## src/rtl/lbg_pkg.sv

```systemverilog
// lbg_pkg: shared types and constants for the led bar graph mapper
// no dependencies; imported by lbg_front, lbg_queue, lbg_back and the top level

package lbg_pkg;

	localparam int ONE_FX    = 16384;
	localparam int FX_SHIFT  = 14;
	localparam int LED_W     = 6;
	// unipolar step index, up to round(32767 * 193 / 16384) = 386
	localparam int IDX_W     = 9;
	// scaled bipolar magnitude, up to 3 * 32768 * 32 plus two third-steps
	localparam int MAG_W     = 23;
	localparam int UNI_PROD_W = 24;

	typedef struct packed {
		logic               bipolar;
		logic               neg;
		logic [IDX_W-1:0]   idx;
		logic [MAG_W-1:0]   m3;
	} lbg_item_t;

	typedef struct packed {
		logic push;
		logic pop;
	} lbg_q_ctrl_t;

	typedef struct packed {
		logic full;
		logic not_empty;
	} lbg_q_stat_t;

endpackage

```

## src/rtl/lbg_front.sv

```systemverilog
// lbg_front: accepts a display value and classifies it into a queue entry
// depends on lbg_pkg

module lbg_front #(
	parameter int NUM_LEDS = 33
) (
	input  logic                 start,
	input  logic                 q_full,
	input  logic signed [15:0]   value,
	input  logic                 bipolar,
	output logic                 busy,
	output logic                 push,
	output lbg_pkg::lbg_item_t   item
);
	import lbg_pkg::*;

	localparam int UNI_SCALE = 3 * NUM_LEDS + 1;
	localparam int BIP_SCALE = 3 * (NUM_LEDS / 2);

	logic                  val_pos;
	logic [UNI_PROD_W-1:0] uni_prod;
	logic [UNI_PROD_W-1:0] uni_round;
	logic [15:0]           mag;

	assign busy = q_full;
	assign push = start && !q_full;

	assign val_pos = !value[15] && (value != 16'sd0);

	// round half up is enough: non-positive values leave every led off
	assign uni_prod  = UNI_PROD_W'(value[14:0]) * UNI_PROD_W'(UNI_SCALE);
	assign uni_round = uni_prod + UNI_PROD_W'(ONE_FX / 2);

	// magnitude as unsigned, so the most negative value gives 32768
	assign mag = value[15] ? 16'(-value) : 16'(value);

	always_comb begin
		item.bipolar = bipolar;
		item.neg     = value[15];
		item.idx     = val_pos ? uni_round[FX_SHIFT +: IDX_W] : '0;
		item.m3      = MAG_W'(mag) * MAG_W'(BIP_SCALE);
	end

endmodule

```

## src/rtl/lbg_queue.sv

```systemverilog
// lbg_queue: two-entry queue between the front and the back end
// depends on lbg_pkg

module lbg_queue (
	input  logic                 clk,
	input  logic                 arst_n,
	input  lbg_pkg::lbg_q_ctrl_t ctrl,
	input  lbg_pkg::lbg_item_t   wr_item,
	output lbg_pkg::lbg_q_stat_t stat,
	output lbg_pkg::lbg_item_t   rd_item
);
	import lbg_pkg::*;

	lbg_item_t  mem_q [2];
	logic       wr_ptr_q;
	logic       rd_ptr_q;
	logic [1:0] count_q;

	assign stat.full      = (count_q == 2'd2);
	assign stat.not_empty = (count_q != 2'd0);
	assign rd_item        = mem_q[rd_ptr_q];

	always_ff @(posedge clk) begin
		if (ctrl.push) begin
			mem_q[wr_ptr_q] <= wr_item;
		end
	end

	always_ff @(posedge clk or negedge arst_n) begin
		if (!arst_n) begin
			wr_ptr_q <= 1'b0;
			rd_ptr_q <= 1'b0;
			count_q  <= 2'd0;
		end else begin
			if (ctrl.push) begin
				wr_ptr_q <= !wr_ptr_q;
			end
			if (ctrl.pop) begin
				rd_ptr_q <= !rd_ptr_q;
			end
			if (ctrl.push && !ctrl.pop) begin
				count_q <= count_q + 2'd1;
			end else if (ctrl.pop && !ctrl.push) begin
				count_q <= count_q - 2'd1;
			end
		end
	end

endmodule

```

## src/rtl/lbg_back.sv

```systemverilog
// lbg_back: walks the leds of one queued value, one result per cycle
// depends on lbg_pkg

module lbg_back #(
	parameter int NUM_LEDS = 33
) (
	input  logic                 clk,
	input  logic                 arst_n,
	input  logic                 q_not_empty,
	input  lbg_pkg::lbg_item_t   q_item,
	output logic                 pop,
	output logic                 result_valid,
	output logic [5:0]           led_index,
	output logic [1:0]           brightness,
	output logic                 last_led
);
	import lbg_pkg::*;

	localparam logic [LED_W-1:0] CENTRE_IDX = LED_W'(NUM_LEDS / 2);
	localparam logic [LED_W-1:0] LAST_IDX   = LED_W'(NUM_LEDS - 1);

	logic             active_q;
	lbg_item_t        cur_q;
	logic [LED_W-1:0] i_q;
	logic             at_last;

	logic               result_valid_q;
	logic [LED_W-1:0]   led_index_q;
	logic [1:0]         brightness_q;
	logic               last_led_q;

	logic signed [IDX_W+1:0] uni_diff;
	logic [1:0]              uni_lvl;
	logic                    led_left;
	logic [LED_W-1:0]        led_dist;
	logic [MAG_W:0]          dist_scaled;
	logic [MAG_W:0]          th0;
	logic [MAG_W:0]          th1;
	logic [MAG_W:0]          th2;
	logic [1:0]              bip_lvl;
	logic [1:0]              level;

	assign at_last = (i_q == LAST_IDX);
	assign pop     = q_not_empty && (!active_q || at_last);

	// unipolar: clamp(idx - 3i - 1, 0, 3), first led at least dim when idx > 0
	always_comb begin
		uni_diff = $signed({2'b00, cur_q.idx})
			- $signed((IDX_W+2)'(3 * i_q) + (IDX_W+2)'(1));
		if (uni_diff < 0) begin
			uni_lvl = 2'd0;
		end else if (uni_diff > 3) begin
			uni_lvl = 2'd3;
		end else begin
			uni_lvl = uni_diff[1:0];
		end
		if ((i_q == '0) && (cur_q.idx != '0) && (uni_lvl == 2'd0)) begin
			uni_lvl = 2'd1;
		end
	end

	// bipolar: compare 3k*1.0 with 3|v|c plus zero, one or two third-steps
	always_comb begin
		led_left    = (i_q < CENTRE_IDX);
		led_dist    = led_left ? (CENTRE_IDX - i_q) : (i_q - CENTRE_IDX);
		dist_scaled = {(MAG_W+1-FX_SHIFT)'(led_dist * 3), FX_SHIFT'(0)};
		th0         = {1'b0, cur_q.m3};
		th1         = th0 + (MAG_W+1)'(ONE_FX);
		th2         = th0 + (MAG_W+1)'(2 * ONE_FX);
		if (i_q == CENTRE_IDX) begin
			bip_lvl = 2'd3;
		end else if (led_left != cur_q.neg) begin
			bip_lvl = 2'd0;
		end else if (dist_scaled <= th0) begin
			bip_lvl = 2'd3;
		end else if (dist_scaled <= th1) begin
			bip_lvl = 2'd2;
		end else if (dist_scaled <= th2) begin
			bip_lvl = 2'd1;
		end else begin
			bip_lvl = 2'd0;
		end
	end

	assign level = cur_q.bipolar ? bip_lvl : uni_lvl;

	always_ff @(posedge clk) begin
		if (pop) begin
			cur_q <= q_item;
		end
		led_index_q  <= i_q;
		brightness_q <= level;
		last_led_q   <= at_last;
	end

	always_ff @(posedge clk or negedge arst_n) begin
		if (!arst_n) begin
			active_q       <= 1'b0;
			i_q            <= '0;
			result_valid_q <= 1'b0;
		end else begin
			result_valid_q <= active_q;
			if (pop) begin
				active_q <= 1'b1;
				i_q      <= '0;
			end else if (active_q) begin
				if (at_last) begin
					active_q <= 1'b0;
				end else begin
					i_q <= i_q + LED_W'(1);
				end
			end
		end
	end

	assign result_valid = result_valid_q;
	assign led_index    = led_index_q;
	assign brightness   = brightness_q;
	assign last_led     = last_led_q;

endmodule

```

## src/rtl/led_bar_graph_mapper.sv

```systemverilog
// led_bar_graph_mapper: maps a display value onto a bar of NUM_LEDS leds
// instantiates lbg_front, lbg_queue and lbg_back; depends on lbg_pkg
//
// A value (16384 = 1.0) and a mode flag transfer on a rising edge with start
// high and busy low. The block then emits NUM_LEDS results, led 0 first, one
// per cycle, each shown for exactly one cycle with result_valid high;
// last_led marks the final led of the bar. The receiver has no stall.
// When the back end is free, the first result of a value is registered
// after passing the queue entry and the back end's value register. The back
// end walks one led per cycle, so results of successive values follow
// without gaps while the next value waits in the queue. A two-entry queue
// lets start be taken while a bar is still being emitted; busy is high while
// both entries are held, so sustained input is paced by the back end.
// Reset empties the queue and idles the back end; no results are pending.

module led_bar_graph_mapper #(
	parameter int NUM_LEDS = 33
) (
	input  logic               clk,
	input  logic               arst_n,
	input  logic               start,
	output logic               busy,
	input  logic signed [15:0] value,
	input  logic               bipolar,
	output logic               result_valid,
	output logic [5:0]         led_index,
	output logic [1:0]         brightness,
	output logic               last_led
);
	import lbg_pkg::*;

	lbg_item_t   front_item;
	lbg_item_t   queue_item;
	lbg_q_ctrl_t q_ctrl;
	lbg_q_stat_t q_stat;
	logic        push;
	logic        pop;

	assign q_ctrl.push = push;
	assign q_ctrl.pop  = pop;

	lbg_front #(
		.NUM_LEDS(NUM_LEDS)
	) u_front (
		.start  (start),
		.q_full (q_stat.full),
		.value  (value),
		.bipolar(bipolar),
		.busy   (busy),
		.push   (push),
		.item   (front_item)
	);

	lbg_queue u_queue (
		.clk    (clk),
		.arst_n (arst_n),
		.ctrl   (q_ctrl),
		.wr_item(front_item),
		.stat   (q_stat),
		.rd_item(queue_item)
	);

	lbg_back #(
		.NUM_LEDS(NUM_LEDS)
	) u_back (
		.clk         (clk),
		.arst_n      (arst_n),
		.q_not_empty (q_stat.not_empty),
		.q_item      (queue_item),
		.pop         (pop),
		.result_valid(result_valid),
		.led_index   (led_index),
		.brightness  (brightness),
		.last_led    (last_led)
	);

endmodule
```

## config.mk

```make
export PLATFORM = sky130hd
export DESIGN_NAME = led_bar_graph_mapper
export DESIGN_NICKNAME = d
export VERILOG_FILES = /design/src/rtl/lbg_pkg.sv /design/src/rtl/lbg_front.sv /design/src/rtl/lbg_queue.sv /design/src/rtl/lbg_back.sv /design/src/rtl/led_bar_graph_mapper.sv
export SDC_FILE = /design/constraint.sdc
export NUM_CORES = 1
export LEC_CHECK = 0
export BUFFER_PORTS_ARGS = -buffer_cell sky130_fd_sc_hd__buf_2
export CORE_MARGIN = 2
export CORE_UTILIZATION = 30
export DETAILED_ROUTE_END_ITERATION = 8
export PLACE_DENSITY = 0.49
export SETUP_SLACK_MARGIN = 0.1
export SYNTH_ARGS = -nofsm -noshare
export SYNTH_HDL_FRONTEND = slang
export SYNTH_SLANG_ARGS = --single-unit
```

## constraint.sdc

```tcl
create_clock -name clk -period 4.8 [get_ports clk]
set_input_delay 0.48 -clock clk [delete_from_list [all_inputs] [get_ports clk]]
set_output_delay 0.48 -clock clk [all_outputs]
set_load 0.01 [all_outputs]
```

Word-level counts from Yosys, hierarchy flattened
Memories as Yosys holds them, arrays and structs flattened. A register that Yosys moved wholly into a read port is not among the register bits.
Cells that the tools add are included.
W data, S select, Z words.
Storage, ports and cells
  register bits: 44
  latch bits: 0
  bits in writable memories: 58
  ROM bits: 0
  input port bits: 20
  output and inout port bits: 11
  logic and storage cells: 82
  memories: 1
Memory list
  u_queue.mem_q: depth 2, width 29, rd ports 1, clocked after Yosys merged registers in 1, write ports 1, line lbg_queue.sv:14  | lbg_item_t mem_q [2];
Cells by class
  add/subtract/negate cells: 11
  multipliers: 4
  div/mod/pow operators: 0
  $lt $le $gt $ge: 6
  eq/ne operators: 5
  shifts and indexed selects: 0
  muxes and demuxes: 22
  bitwise logic cells: 0
  reduce and logical (&&, ||, !) cells: 23
Operators by type and width (count)
  $le A22 B24 Y1: 2
  $add A23 B15 Y24 const B: 1
  $add A23 B16 Y24 const B: 1
  $mux W6: 4
  $add A22 B14 Y23 const B: 1
  $le A22 B23 Y1: 1
  $mul A15 B5 Y20 const B: 1
  $mux W2: 10
  $mul A16 B2 Y18 const B: 1
  $mux W16: 1
  $neg A16 Y16: 1
  $reduce_bool A16 Y1: 1
  $gt A11 B3 Y1 const B: 1
  $lt A11 B1 Y1 const B: 1
  $sub A9 B9 Y10: 1
  $add A8 B1 Y9 const B: 1
  $mux W9: 1
  $reduce_bool A9 Y1: 1
  $mul A2 B6 Y8 const A: 1
  $mul A6 B2 Y8 const B: 1
  $logic_and A1 B1 Y1: 7
  $logic_not A1 Y1: 7
  $add A6 B1 Y6 const B: 1
  $eq A6 B5 Y1 const B: 1
  15 further kinds: 22

Logic depth before layout (Yosys ltp)
  depth after elaboration: 10
  gate-level depth with buffers: 21
  gate-level depth less buffers: 21

Hierarchy
Synthesis repeated with hierarchy kept, for this count alone.
Unflattened totals
  cell total of the unflattened synthesis: 781
  area total of the unflattened synthesis: 8932.3 µm²
By module, submodules not included
  lbg_back: times used 1, cells an instance 313, area each 3415.8 µm²
  lbg_queue: times used 1, cells an instance 122, area each 2793.9 µm²
  lbg_front: times used 1, cells an instance 346, area each 2722.6 µm²

Worst setup path after synthesis
No wires, ideal clock.
  path kind: input port to flip-flop
  start: input port value[5]
  end: memory u_queue.mem_q[0][25] (netlist bit) (data pin)
  setup time: 0.278 ns
  data arrival time: 4.510 ns
  slack: 0.011 ns
  stages on the path: 20
  buffers on the path: 0
  cells stage by stage: inv_1 > ha_1 > ha_1 > inv_1 > fa_1 > inv_1 > ha_1 > a21oi_1 > o21ai_1 > a21o_1 > nor2_1 > xnor2_1 > ha_1 > nand4bb_1 > a211oi_1 > a311oi_1 > or4_4 > or4b_1 > xnor2_1 > nor2_1
RTL lines
  start: declaration: line led_bar_graph_mapper.sv:23  | input logic signed [15:0] value,
  end: declaration: line lbg_queue.sv:14

==> reports/qor.csv <==
stage,metric,value,unit
cts,TritonCTS buffer count,9,
synth,Main synth FF type,edfxtp_1,
timing,worst-margin pin slew,1100,ps
cts,htree depth,3,
setup_path,largest stage delay on the critical path,560,ps
synth,asr flop ratio synth,11.1,%
routing,via/cell ratio,4.62,
synth,main combinational cell family by area after synthesis,adder cells,
synth,Syn Inst Count,780,
setup_path,worst-path cell chain,buf_4 > inv_4 > ha_4 > ha_1 > inv_1 > fa_1 > inv_2 > ha_4 > o21ai_2 > a22oi_2 > a21o_1 > nor2_2 > xnor2_1 > ha_2 > nand2_2 > nor3_2 > a311o_1 > a311oi_2 > or4_4 > or4b_4 > xnor2_2 > nor2_1,
pwr,Comb pwr share,63.7,%
synth,"top cells by area, synth","edfxtp_1 (32%), ha_1 (20%), xnor2_1 (5.9%)",
routing,number of detailed-route iterations in the first pass,4,
setup_path,r2r setup slk,580,ps
flow_run,# Max-Cap Violations,0,
timing,setup violators final,0,
setup_path,R2R Path End,u_back.brightness[0]$_DFF_P_,
synth,Synth warnings,0,
setup_path,WP depth,22,
cts,CTS Buffer Depth,2,
synth,Unique masters post-synth,62,
final_layout,# diodes,0,
pwr,switch share,42.3,%
synth,most frequent cells after synthesis,"ha_1 (131), inv_1 (98), edfxtp_1 (87), xnor2_1 (55), nand2_1 (48)",
die,Die H,170,um
cts,CTS tree,built,
grt,largest net degree at the start of global routing,31,
routing,number of nets still failing antenna checks after routing,0,
die,core area,0.0270,mm^2
routing,DRC viols,0,
pwr,Pleak,4.10,nW
final_layout,post-route design area,0.00965,mm^2
die,row count,60,
timing,Period minus WS final,4570,ps
setup_path,Critical Path Sink,u_queue.mem_q[1][25]$_DFFE_PP_,
placed_design,Placed Area,0.00909,mm^2
placed_design,number of I/O port buffers,30,
routing,routed length per instance,13.2,um
cts,Root Driver,clkbuf_16,
die,die area,0.0287,mm^2
routing,Via Count,5542,
synth,cell with the most instances after synthesis,ha_1,
setup_path,FF-to-FF Start,u_back.i_q[1]$_DFFE_PN0P_,
grt,Total GRT Usage,11.5,%
synth,post-synthesis adder-cell area fraction,23.8,%
setup_path,Crit-path slowest cell,or4b_4,
setup_path,crit end category,flop,
hold_path,Tightest Hold Check Type,input pin to flop,
final_layout,area growth from synthesis to layout,17.3,%
timing,fmax,0.219,GHz
synth,largest area contributor in the netlist,edfxtp_1,
synth,area share of the largest cell type after synthesis,31.8,%
placed_design,RD Place Congestion,0.827,
cts,Worst-Skew Late Latency,350,ps
die,initial core utilization,30.5,%
setup_path,CP most frequent cell,ha_4,
grt,first-pass GRT wire length,26700,um
synth,Post-Synth Simple-Gate Area,11.6,%
setup_path,critical path launch point type,input pin,
pwr,sequential share of power,23.1,%
routing,total routed wirelength,15900,um
routing,1st-iter DRT viols,298,
grt,GRT met1 Usage,16.1,%
run_status,status,"complete, no violations",
die,num ports,31,
synth,Mapped Avg Cell Area,10.5,um^2
pwr,power share of the clock group,13.2,%
pwr,Cell Pwr Density,646,mW/mm^2
synth,Post-Synth XOR/XNOR Area,7.24,%
grt,Overflow after GRT,0,
pwr,Int Power,3.60,mW
grt,met2 global-route usage,18.6,%
cts,CTS Sinks,108,
setup_path,worst setup path class,input pin to flop,
synth,multiplexer area fraction after synthesis,3.97,%
setup_path,CP arrival,4650,ps
final_layout,Nets,1020,
synth,mapped cell area,0.00822,mm^2
cts,Clock transition at path regs,80,ps
synth,synthesized net count,947,
setup_path,Worst Path Required,4880,ps
timing,Final Max Slew Viols,0,
synth,sequential area share after synthesis,37.6,%
setup_path,"CP delay by family, top",adder cells,
final_layout,Layout Utilization,35.8,%
setup_path,crit path max fanout,5,
grt,vias in the first global route,5448,
grt,GR peak layer,met2,
setup_path,crit path from,value[2],
synth,#FFs+latches synth,108,
grt,M3 GR Usage,1.68,%
setup_path,Buf/Inv on CP,4,
pwr,VDD IR-drop max,0.000256,V
final_layout,share of cells above drive strength 1,19.0,%
placed_design,post-DP HPWL,12500,um
die,Chip Width,170,um
pwr,sw power,2.63,mW
synth,Post-synth EDFFs,87,
timing,crit share post-route,95.1,%
timing,Layout Skew,13.2,ps
timing,Fin. Hold Viols,0,
synth,Synth Area in Compound Gates,10.7,%
grt,initial antenna violation count,0,
timing,max_slew headroom,26.8,%
setup_path,worst r2r path cells,17,
timing,RSZ-0062 raised after global routing,no,
==> cell families after synthesis <==
kind of cell	count (synthesis)
AO/OA/AOI/OAI	128
XOR/XNOR	68
adder cells (fa/ha/maj)	147
buffers and inverters	108
flip-flops	108
multiplexers	29
AND/OR/NAND/NOR	192
==> layout by cell type (no fill, tap or decap), drive strengths merged, types with 6 or more instances in the layout <==
cell and instances:
o21ai 32, dfxtp 9, mux2 29, xor2 13, nand4 7, o21a 10
nor2 44, fa 16, buf 71, nor4 8, a21o 13, nand2b 6
clkbuf 9, inv 101, nor3 17, nor2b 9, nand3 24, nand2 48
dfrtp 12, edfxtp 87, and3 8, xnor2 55, ha 131, a21oi 27
==> area by class of cell <==
class / instances / area [um^2]
clock buffer: 9 / 225
clock inverter: 7 / 115
fill: 2690 / 17300
inverter: 98 / 380
multi-input combinational: 564 / 4920
sequential: 108 / 3090
tap: 341 / 427
timing repair buffer: 72 / 489
==> stage by stage <==
stage	hold slack, ps	instances	setup slack [ps]	TNS (ps)	power (mW)
4_1_cts	299	1197	224	0	6.24
2_1_floorplan	184	780	102	0	4.41
6_report	310	1199	233	0	6.23
3_3_place_gp	380	1180	-131	-319	5.38
3_5_place_dp	380	1180	-168	-479	5.38
5_1_grt	298	1199	75.0	0	6.87
==> how the worst min path moves through the flow <==
| stage | slack [ps] | cells past startpoint | start | to |
|---|---|---|---|---|
| after floorplan | 180 | 0 | arst_n | u_back.active_q$_DFF_PN0_ |
| after global placement | 380 | 1 | arst_n | u_back.i_q[3]$_DFFE_PN0P_ |
| after detailed placement | 380 | 1 | arst_n | u_back.result_valid$_DFF_PN0_ |
| after CTS | 300 | 1 | bipolar | u_queue.mem_q[1][28]$_DFFE_PP_ |
| after global routing | 300 | 1 | bipolar | u_queue.mem_q[1][28]$_DFFE_PP_ |
| final | 310 | 1 | bipolar | u_queue.mem_q[1][28]$_DFFE_PP_ |
==> power groups by stage <==
| stage | registers, mW | logic, mW | clock network, mW |
|---|---|---|---|
| after floorplan | 1.47 | 2.93 | 0 |
| after global placement | 1.46 | 3.92 | 0 |
| after detailed placement | 1.46 | 3.92 | 0 |
| after CTS | 1.44 | 3.95 | 0.853 |
| after global routing | 1.46 | 4.51 | 0.893 |
| final | 1.44 | 3.97 | 0.824 |
==> repair_timing <==
item,4_1_cts,5_1_grt
endpoints found under the hold margin,12,0
endpoints found under the setup margin,0,4
hold buffers,1,0
resized for setup,0,39
buffers inserted,0,2
==> flip-flops by register name, indices dropped and copies added, names as in the netlist <==
register / count
u_back.active_q: 1
u_queue.rd_ptr_q: 1
u_back.cur_q: 29
u_queue.mem_q: 58
u_back.led_index: 6
u_queue.count_q: 2
u_back.last_led: 1
u_queue.wr_ptr_q: 1
u_back.i_q: 6
u_back.brightness: 2
u_back.result_valid: 1
==> worst reg2reg max path, cell delays in order, from the launching register on <==
cell	delay (ps)
dfrtp_1	440
inv_1	210
ha_1	300
nand2_1	80
o21ai_0	200
ha_1	290
fa_1	420
xor2_1	190
xnor2_1	330
ha_1	320
a21o_1	180
a21o_1	180
a211o_1	280
o211ai_1	110
a21oi_1	140
o31ai_1	100
a21oi_1	110
o22a_1	240
==> layer usage <==
metal	vias up	part of all wire, %
li1	2903	-
met1	2547	51
met2	78	45
met3	14	2.6
met4	0	1.4
met5	-	0
No activity file was read; power rests on OpenSTA's default activity.
